## config.mk

```make
export PLATFORM = sky130hd
export DESIGN_NAME = coefficient_ramp_scheduler
export DESIGN_NICKNAME = d
export VERILOG_FILES = /design/src/sv/crs_pkg.sv /design/src/sv/coefficient_ramp_scheduler.sv /design/src/sv/crs_step.sv
export SDC_FILE = /design/constraint.sdc
export NUM_CORES = 2
export LEC_CHECK = 0
export BUFFER_PORTS_ARGS = -buffer_cell sky130_fd_sc_hd__buf_2
export CAP_MARGIN = 15
export CORE_UTILIZATION = 30
export CTS_CLUSTER_DIAMETER = 150
export DETAILED_ROUTE_END_ITERATION = 10
export GPL_TIMING_DRIVEN = 0
export HOLD_SLACK_MARGIN = 0.15
export PLACE_DENSITY = 0.46
export SLEW_MARGIN = 20
export SYNTH_ARGS = -nofsm -noshare
export SYNTH_HDL_FRONTEND = slang
export SYNTH_HIERARCHICAL = 1
export SYNTH_SLANG_ARGS = --single-unit
```

## constraint.sdc

```tcl
create_clock -name clk -period 15.51 [get_ports clk]
set_input_delay 3.8775 -clock clk [delete_from_list [all_inputs] [get_ports clk]]
set_output_delay 3.8775 -clock clk [all_outputs]
set_load 0.005 [all_outputs]
```

## src/sv/crs_pkg.sv

```systemverilog
// Shared types and constants for the coefficient ramp scheduler.
`timescale 1ns / 1ps

package crs_pkg;

  localparam int FRAC_BITS = 16;
  localparam int VAL_W     = 32;
  localparam int CNT_W     = 32;
  localparam int CFG_IDX_W = 3;

  localparam logic signed [VAL_W-1:0] ONE_VALUE = VAL_W'(1) << FRAC_BITS;
  localparam logic signed [VAL_W-1:0] VAL_MAX   = {1'b0, {(VAL_W-1){1'b1}}};
  localparam logic signed [VAL_W-1:0] VAL_MIN   = {1'b1, {(VAL_W-1){1'b0}}};

  typedef enum logic [1:0] {
    MODE_INACTIVE  = 2'd0,
    MODE_HOLD      = 2'd1,
    MODE_LINEAR    = 2'd2,
    MODE_GEOMETRIC = 2'd3
  } crs_mode_t;

  typedef enum logic [CFG_IDX_W-1:0] {
    CFG_MODE            = 3'd0,
    CFG_START_ITERATION = 3'd1,
    CFG_END_ITERATION   = 3'd2,
    CFG_START_VALUE     = 3'd3,
    CFG_END_VALUE       = 3'd4,
    CFG_ADD_STEP        = 3'd5,
    CFG_MUL_FACTOR      = 3'd6,
    CFG_CALLS_PER_STEP  = 3'd7
  } crs_cfg_idx_t;

  typedef struct packed {
    crs_mode_t                mode;
    logic [31:0]              start_iteration;
    logic [31:0]              end_iteration;
    logic signed [VAL_W-1:0]  start_value;
    logic signed [VAL_W-1:0]  end_value;
    logic signed [VAL_W-1:0]  add_step;
    logic [31:0]              mul_factor;
    logic [CNT_W-1:0]         calls_per_step;
  } crs_cfg_t;

  typedef struct packed {
    logic signed [VAL_W-1:0] value;
    logic [CNT_W-1:0]        count;
  } crs_state_t;

  typedef struct packed {
    logic signed [VAL_W-1:0] value;
    logic                    saturated;
  } crs_result_t;

endpackage

```

## src/sv/coefficient_ramp_scheduler.sv

```systemverilog
// Top level of the coefficient ramp scheduler: config registers, pipeline and state.
`timescale 1ns / 1ps

// Channel  Direction  Handshake           Payload
// in_      input      in_valid/in_stall   in_iteration[31:0], in_restart
// out_     output     out_valid/out_stall out_value[31:0] (signed), out_saturated
// cfg_     input      cfg_we              cfg_index[2:0], cfg_wdata[31:0]
//
// One transaction per cycle sustained while out_ does not stall; a result passes
// through the input register, then the result register.
// The cycle is set by the state loop: compare, add or 32x32 multiply, clamp,
// and back into the current value register.
// Reset (rst_n low, synchronous) clears the pipeline, the state and loads the
// register defaults (mul_factor 1.0, calls_per_step 1, the rest zero).
// A stall on out_ holds the result register; the input register keeps its
// transaction and in_stall rises only while both stages are full.

module coefficient_ramp_scheduler
  import crs_pkg::*;
(
  input  logic                    clk,
  input  logic                    rst_n,
  // configuration
  input  logic                    cfg_we,
  input  logic [CFG_IDX_W-1:0]    cfg_index,
  input  logic [31:0]             cfg_wdata,
  // input channel
  input  logic                    in_valid,
  output logic                    in_stall,
  input  logic [31:0]             in_iteration,
  input  logic                    in_restart,
  // result channel
  output logic                    out_valid,
  input  logic                    out_stall,
  output logic signed [VAL_W-1:0] out_value,
  output logic                    out_saturated
);

  crs_cfg_t    cfg_r;
  crs_state_t  state_r;
  crs_state_t  state_nxt;
  crs_result_t step_res;

  logic        s1_valid_r;
  logic [31:0] s1_iter_r;
  logic        s1_restart_r;
  logic        out_valid_r;
  logic signed [VAL_W-1:0] out_value_r;
  logic        out_sat_r;

  logic        out_free;
  logic        s1_adv;

  // Result register can take a new transaction when empty or draining.
  assign out_free = !out_valid_r || !out_stall;
  assign s1_adv   = s1_valid_r && out_free;
  assign in_stall = s1_valid_r && !out_free;

  // Configuration writes
  always_ff @(posedge clk) begin
    if (!rst_n) begin
      cfg_r.mode            <= MODE_INACTIVE;
      cfg_r.start_iteration <= '0;
      cfg_r.end_iteration   <= '0;
      cfg_r.start_value     <= '0;
      cfg_r.end_value       <= '0;
      cfg_r.add_step        <= '0;
      cfg_r.mul_factor      <= 32'(ONE_VALUE);
      cfg_r.calls_per_step  <= CNT_W'(1);
    end else if (cfg_we) begin
      unique case (crs_cfg_idx_t'(cfg_index))
        CFG_MODE:            cfg_r.mode            <= crs_mode_t'(cfg_wdata[1:0]);
        CFG_START_ITERATION: cfg_r.start_iteration <= cfg_wdata;
        CFG_END_ITERATION:   cfg_r.end_iteration   <= cfg_wdata;
        CFG_START_VALUE:     cfg_r.start_value     <= signed'(cfg_wdata);
        CFG_END_VALUE:       cfg_r.end_value       <= signed'(cfg_wdata);
        CFG_ADD_STEP:        cfg_r.add_step        <= signed'(cfg_wdata);
        CFG_MUL_FACTOR:      cfg_r.mul_factor      <= cfg_wdata;
        CFG_CALLS_PER_STEP:  cfg_r.calls_per_step  <= cfg_wdata;
        default: ;
      endcase
    end
  end

  // Input register: capture whenever it is not held by a stall.
  always_ff @(posedge clk) begin
    if (!rst_n) begin
      s1_valid_r <= 1'b0;
    end else if (!in_stall) begin
      s1_valid_r <= in_valid;
    end
  end

  always_ff @(posedge clk) begin
    if (!in_stall && in_valid) begin
      s1_iter_r    <= in_iteration;
      s1_restart_r <= in_restart;
    end
  end

  crs_step u_step (
    .cfg       (cfg_r),
    .state_cur (state_r),
    .iteration (s1_iter_r),
    .restart   (s1_restart_r),
    .state_nxt (state_nxt),
    .result    (step_res)
  );

  // Advance the state exactly once per transaction, as it moves to the result register.
  always_ff @(posedge clk) begin
    if (!rst_n) begin
      state_r <= '0;
    end else if (s1_adv) begin
      state_r <= state_nxt;
    end
  end

  // Result register
  always_ff @(posedge clk) begin
    if (!rst_n) begin
      out_valid_r <= 1'b0;
    end else if (s1_adv) begin
      out_valid_r <= 1'b1;
    end else if (!out_stall) begin
      out_valid_r <= 1'b0;
    end
  end

  always_ff @(posedge clk) begin
    if (s1_adv) begin
      out_value_r <= step_res.value;
      out_sat_r   <= step_res.saturated;
    end
  end

  assign out_valid     = out_valid_r;
  assign out_value     = out_value_r;
  assign out_saturated = out_sat_r;

endmodule

```

## src/sv/crs_step.sv

```systemverilog
// Combinational update of the scheduled coefficient for one iteration.
`timescale 1ns / 1ps

module crs_step
  import crs_pkg::*;
(
  input  crs_cfg_t    cfg,
  input  crs_state_t  state_cur,
  input  logic [31:0] iteration,
  input  logic        restart,
  output crs_state_t  state_nxt,
  output crs_result_t result
);

  logic signed [VAL_W-1:0]   cv;
  logic [CNT_W-1:0]          cnt;
  logic [CNT_W-1:0]          cnt_inc;
  logic                      in_window;
  logic signed [VAL_W:0]     sum;
  logic signed [VAL_W:0]     factor_s;
  logic signed [2*VAL_W-1:0] prod;
  logic signed [2*VAL_W-1:0] prod_q;
  logic signed [VAL_W-1:0]   add_val;
  logic                      add_sat;
  logic signed [VAL_W-1:0]   mul_val;
  logic                      mul_sat;

  // Restart clears the state ahead of this iteration's update.
  assign cv  = restart ? '0 : state_cur.value;
  assign cnt = restart ? '0 : state_cur.count;
  assign cnt_inc = cnt + CNT_W'(1);
  assign in_window = (iteration > cfg.start_iteration) && (iteration < cfg.end_iteration);

  // Saturating add
  assign sum     = {cv[VAL_W-1], cv} + {cfg.add_step[VAL_W-1], cfg.add_step};
  assign add_sat = sum[VAL_W] != sum[VAL_W-1];
  assign add_val = add_sat ? (sum[VAL_W] ? VAL_MIN : VAL_MAX) : sum[VAL_W-1:0];

  // Multiply by unsigned factor; arithmetic shift rounds toward minus infinity
  assign factor_s = signed'({1'b0, cfg.mul_factor});
  assign prod     = cv * factor_s;
  assign prod_q   = prod >>> FRAC_BITS;
  assign mul_sat  = !((&prod_q[2*VAL_W-1:VAL_W-1]) || !(|prod_q[2*VAL_W-1:VAL_W-1]));
  assign mul_val  = mul_sat ? (prod_q[2*VAL_W-1] ? VAL_MIN : VAL_MAX)
                            : prod_q[VAL_W-1:0];

  always_comb begin
    state_nxt.value  = cv;
    state_nxt.count  = cnt;
    result.value     = cv;
    result.saturated = 1'b0;
    unique case (cfg.mode)
      MODE_INACTIVE: begin
        result.value = ONE_VALUE;
      end
      MODE_HOLD: begin
        result.value = cfg.start_value;
      end
      MODE_LINEAR, MODE_GEOMETRIC: begin
        if (in_window) begin
          state_nxt.count = cnt_inc;
          if ((cfg.calls_per_step != '0) && (cnt_inc == cfg.calls_per_step)) begin
            state_nxt.count = '0;
            if (cfg.mode == MODE_LINEAR) begin
              state_nxt.value  = add_val;
              result.saturated = add_sat;
            end else begin
              state_nxt.value  = mul_val;
              result.saturated = mul_sat;
            end
          end
        end else begin
          // End iteration wins when both match
          if (iteration == cfg.end_iteration) begin
            state_nxt.value = cfg.end_value;
          end else if (iteration == cfg.start_iteration) begin
            state_nxt.value = cfg.start_value;
          end
        end
        result.value = state_nxt.value;
      end
      default: begin
        result.value = ONE_VALUE;
      end
    endcase
  end

endmodule

```

# After elaboration in Yosys (flattened, before gate mapping)
# Cells that the tools add are included.
# Widths: inputs -> output; s select.
[totals]
mem_count = 0
mem_bits_ro = 0
out_inout_bits = 35
latch_bits = 0
inputBits = 73
elab_cells = 81
ff_bits = 358
mem_bits_rw = 0
[op_classes]
n_shift = 0
add_sub_neg = 2
n_eq_ne = 15
magnitude_cmp = 2
n_bitwise = 0
muxes = 17
mul = 1
n_div = 0
n_reduce_logical = 28
[op_table]
columns = ["operator", "n"]
rows = [
  ["$mux 32", 11],
  ["$mux 64", 2],
  ["$eq 32x32->1", 3],
  ["$pmux 32 s3", 1],
  ["$mul 32x33->64", 1],
  ["$add 32x32->33", 1],
  ["$add 32x1->32 const B", 1],
  ["$gt 32x32->1", 1],
  ["$lt 32x32->1", 1],
  ["$reduce_bool 32->1", 1],
  ["$reduce_and 17->1", 1],
  ["$reduce_or 17->1", 1],
  ["$reduce_and 2->1", 8],
  ["$eq 3x3->1 const B", 4],
  ["$eq 3x2->1 const B", 2],
  ["$logic_not 1->1", 6],
  ["$logic_and 1x1->1", 5],
  ["$eq 2x2->1 const B", 2],
  ["$eq 3x1->1 const B", 1],
  ["$logic_not 3->1", 1],
  ["$mux 1", 3],
  ["$reduce_and 3->1", 1],
  ["$eq 2x1->1 const B", 1],
  ["$logic_not 2->1", 1],
  ["other kinds (4)", 5],
]

# Logic depth before layout (Yosys ltp)
[depth]
word_depth = 10
ltp_mapped = 42
depth_no_buf = 32

# Cells and area by module
# Netlist, hierarchy kept.
[by_module_without_submodules]
columns = ["mod", "cells_per_inst", "seq_area_each_um2", "area_each_um2", "n_inst"]
rows = [
  ["crs_step", 5268, 0.0, 43171.4, 1],
  ["coefficient_ramp_scheduler", 1128, 7827.5, 12844.8, 1],
]

# Worst setup path before layout
# No wires, ideal clock.
[synth_timing]
path_type = "register to register"
startpoint = "register s1_restart_r"
endpoint = "register state_r[54] (netlist bit)"
n_path_buf = 9
stages_incl_launch_ff = 39
setup_ns = 0.149
period_less_slack_ns = 10.219
arrival_ns = 10.070
required_time_ns = 15.361
setup_slack_ns = 5.291
cell_sequence = "edfxtp_1 -> clkbuf_1 -> clkbuf_1 -> clkbuf_1 -> buf_1 -> clkbuf_1 -> clkbuf_1 -> nor2_1 -> clkbuf_1 -> and2_1 -> fa_1 -> fa_1 -> inv_1 -> fa_1 -> fa_1 -> inv_1 -> fa_1 -> inv_1 -> [... 3 more ...] -> fa_1 -> ha_1 -> clkbuf_1 -> nand2_1 -> a2111oi_0 -> o31ai_2 -> a211oi_1 -> o41ai_1 -> xor2_1 -> o211ai_1 -> or4b_4 -> nor4b_4 -> nor2_1 -> buf_2 -> o221ai_1 -> o2111ai_1 -> nand2_1 -> mux2i_1"
[synth_lines]
columns = ["element", "line_no", "rtl"]
rows = [
  ["from (decl)", "coefficient_ramp_scheduler.sv:46", "logic s1_restart_r;"],
  ["from (signal assigned)", "coefficient_ramp_scheduler.sv:97", "s1_restart_r <= in_restart;"],
  ["to (signal assigned)", "coefficient_ramp_scheduler.sv:115", "state_r <= state_nxt;"],
  ["to (decl)", "coefficient_ramp_scheduler.sv:40", "crs_state_t state_r;"],
]

==> results by stage <==
Outcome:
- The flow ran to the end, but the final reports show violations.
- The final reports fail on setup timing.

Synth:
- The count of yosys warnings during synthesis is 6.
- The post-synthesis register bit count is 358.
- After synthesis, the cell types taking the most area are fa_1 (32%), dfxtp_1 (10%), ha_1 (8.6%), and2_1 (7.1%), nand2_1 (6.6%).
- The post-synthesis cell type count is 96.
- The number of enable-type register cells in the synthesized netlist is 66.
- The synthesized netlist occupies a cell area of 56020 um^2.
- Synthesis produced 6396 cells.
- fa_1 takes more of the synthesized area than any other cell.
- The async set-or-reset flop fraction in the synthesized netlist is 0%.
- The share of the synthesized area in the top cell type is 32.06%.
- The predominant post-synthesis flop cell is dfxtp_1.
- Of the synthesized area, sequential elements account for 13.97%.
- The mean cell area of the mapped netlist is 8.758 um^2.
- The post-synth net total is 7750.

GRT:
- The via count of the first global-routing pass is 48.09k.
- Entering global routing, the biggest net connects 43 pins.
- The first global-routing pass estimated 345500 um of wire.
- The overflow left after global routing is 0.
- Across every metal layer, demand over resource in global routing totals 25.46%.
- The number of antenna violations at the first check in global routing was 22.

Die:
- The floorplan step defined a core boundary enclosing 185400 um^2.
- The die covers 188500 um^2.
- From bottom edge to top edge, the die measures 434.1 um.
- During I/O placement, the number of pins put on the boundary was 108.
- For this configuration, the core starts out at a cell density of 30.21%.
- From left edge to right edge, the die measures 434.1 um.
- The floorplan has 158 rows.

Finish:
- The core occupancy in the finished layout is 33.05%.
- The net count of the finished layout is 7899.
- After filler insertion, the fill cell instance count of the layout stands at 19.75k.
- The register cell area after layout is 7828 um^2.
- The area of combinational cells with multiple inputs is 42930 um^2.
- The share of post-route cells with drive strength above 1 is 4.757%.
- The most common cell after layout, fill and taps aside is nand2_1.
- The layout-stage area growth over the synthesis result is 9.422%.
- The final instance area is 61290 um^2.
- In the layout the commonest cells are nand2_1 (988), inv_1 (959), fa_1 (897).

Routing:
- The routed layout has 46.65k vias.
- After the first detailed-routing iteration, the DRC count stood at 3934.
- After detailed routing, the average wire length per cell comes to 26.42 um.
- The detailed-routing iteration count for the pre-antenna-repair pass is 6.
- The routed design has 239700 um of wire.
- The post-detailed-route via-to-cell ratio is 5.143.
- For this run, design rule violations remaining after detail routing come to 0.
- The antenna violation net count after detailed routing is 0.

Worst setup path:
- Setup slack on the worst reg-to-reg path comes out at -0.03 ns.
- The highest-delay cell along the critical path is a211oi_1.
- Counting cells, the worst reg-to-reg path comes to 35.
- The worst setup path is captured at a flop.
- The startpoint type of the worst setup path is a flop.
- The worst stage delay on the critical path is 0.80 ns.
- Of all nets on the critical path, the largest fanout is 10.
- The worst flop-to-flop path endpoint is out_value[28].
- By instance count, the cell type seen most on the critical path is fa_1.
- The worst path arrival time is 15.77 ns.
- The data required time of the critical path is 15.74 ns.
- The critical path in this run is classified as flop to flop.
- The worst register-to-register path begins at s1_restart_r.

Timing:
- The worst clock skew is 0.02146 ns.
- For the pin with the worst max-slew slack, the measured transition is 1.260 ns.
- The setup violation total in the final timing report is 1.
- The final clock period utilization by the worst path is 100.2%.
- Static timing analysis puts the maximum clock frequency at 64.34 MHz.
- Final hold analysis gives a worst-case slack of 0.4533 ns.
- Setup repair after global routing left no endpoint under its margin.
- Subtracting the final worst setup slack from the clock period gives 15.54 ns.
- The number of failing hold endpoints at the final stage came to 0.
- After layout, the worst setup slack is -0.03179 ns.
- The number of slew-limit violations in the final report is 0.
- The worst pin sits at a relative slew slack of 15.99%.

Pwr:
- Summed over all cells, the static leakage comes to 28.95 nW.
- Dividing total power by cell area gives a power density of 39.12 nW/um^2.
- Across the VDD grid, the largest voltage drop is 0.09671 mV.
- The total power draw is 0.002398 W.

Clock tree:
- The latest clock arrival within the worst-skew pair is 0.62 ns.
- The number of H-tree levels is 2.
- The number of clock sinks seen by CTS is 358.
- Post-CTS timing repair inserted 0 buffers for setup.
- After clock tree synthesis, the clock-pin slew on the worst setup and hold paths is 0.06 ns.
- TritonCTS built the clock tree.
- The tree is rooted in a clkbuf_16.
- No sink is reached through more buffers than the 3 on the longest clock path.
- The number of clock buffers added by TritonCTS is 43.

Min path:
- In this run the most critical hold path is launched from state_r[51].
- The worst hold path was traced through 2 stages.
- The endpoint with the worst hold slack is state_r[51].
- The path class of the tightest hold or removal check is flop to flop.

Placed design:
- The total placed instance area is 59730 um^2.
- At the placement stage, the worst setup path has a slack of -0.1126 ns.
- The number of port buffers is 102.
- The half-perimeter wire length of the detailed placement result is 196800 um.
- Routability-driven placement finished with a final weighted congestion of 0.9661.

Run:
- Across the run, the number of max-cap violations was 0.
==> worst max-delay path: cells and delay by family, from the launching register on <==
family                     cells  cell delay [ns]
DFF                            1             0.66
xor gates and xnor gates       1             0.43
adders and majority gates      9             4.39
and+or+nand+nor                4             1.39
AOI/OAI and AO/OA              9             4.02
buffers and inverters         12             4.23
==> synthesized netlist by cell type (all sizes together) (10+ instances only) <==
cell / instances
nand2: 989
inv: 960
fa: 897
and2: 633
ha: 384
mux2i: 315
clkbuf: 307
dfxtp: 292
a21oi: 207
o21ai: 207
nor2: 193
buf: 81
nand4: 80
xnor2: 68
edfxtp: 66
nor2b: 65
a21o: 59
nand3: 56
o211ai: 47
nand2b: 45
xor2: 38
a211oi: 32
nor4: 32
nor3: 31
o21a: 24
o31ai: 24
or3: 21
a31oi: 19
and3: 13
or4: 13
and4: 12
o2111ai: 12
or2: 11
o21bai: 10
==> how the worst max path moves through the flow <==
stage	start	to	slack, ns	cells past startpoint
floorplan	s1_restart_r	state_r[54]	5.29	38
global placement	s1_restart_r	state_r[58]	-0.19	37
detailed placement	s1_restart_r	state_r[58]	-0.11	37
CTS	s1_restart_r	out_value[28]	0.17	33
global route	s1_restart_r	out_value[28]	0.0003	35
finish	s1_restart_r	out_value[28]	-0.03	35
==> registers in the layout, indices dropped and copies added (netlist names) <==
signal	cells
cfg_r	226
out_saturated	1
out_valid	1
out_value	32
s1_iter_r	32
s1_restart_r	1
s1_valid_r	1
state_r	64
==> final cells by class <==
class | instances | share of cell area [%]
Multi-Input combinational cell | 4689 | 70.04
Sequential cell | 358 | 12.77
Inverter | 961 | 5.885
Tap cell | 2480 | 5.062
Buffer | 388 | 2.799
Clock buffer | 61 | 2.031
Timing Repair Buffer | 104 | 0.9227
Clock inverter | 19 | 0.4409
Antenna cell | 12 | 0.04899
==> metrics by stage <==
stage	instances	TNS (ns)
detailed placement	8980	-0.2136
CTS	9060	0
global route	9061	0
floorplan	6396	0
global placement	8978	-0.5832
finish	9072	-0.03179
==> kinds of logic after synthesis <==
| group | Yosys count | synth area share (%) |
|---|---|---|
| xor gates and xnor gates | 108 | 1.738 |
| buffers and inverters | 1349 | 9.435 |
| muxes | 319 | 5.709 |
| and+or+nand+nor | 2239 | 20.07 |
| adders and majority gates | 1281 | 40.63 |
| AOI/OAI and AO/OA | 742 | 8.439 |
| DFF | 358 | 13.97 |
==> timing repair <==
item / 4_1_cts / 5_1_grt
gates resized for setup: 2 / 5
endpoints found under the setup margin: 5 / 23
hold buffers: 0 / 0
pin swaps: 0 / 0
==> per-layer routing <==
metal	routed length (um)	GRT usage, %	share of wire [%]	vias up
li1	-	-	-	20650
met1	104200	34.17	43	23900
met2	110300	41.59	46	1751
met3	16230	4.011	6.8	350
met4	8920	8.312	3.7	4
met5	27	0	0.011	-
==> where the power goes <==
| group | switching, W | internal (W) |
|---|---|---|
| Clock | 0.000459 | 0.000650 |
| Combinational | 0.000216 | 0.0000812 |
| Sequential | 0.0000229 | 0.000969 |
(Power assumes the default switching activity.)
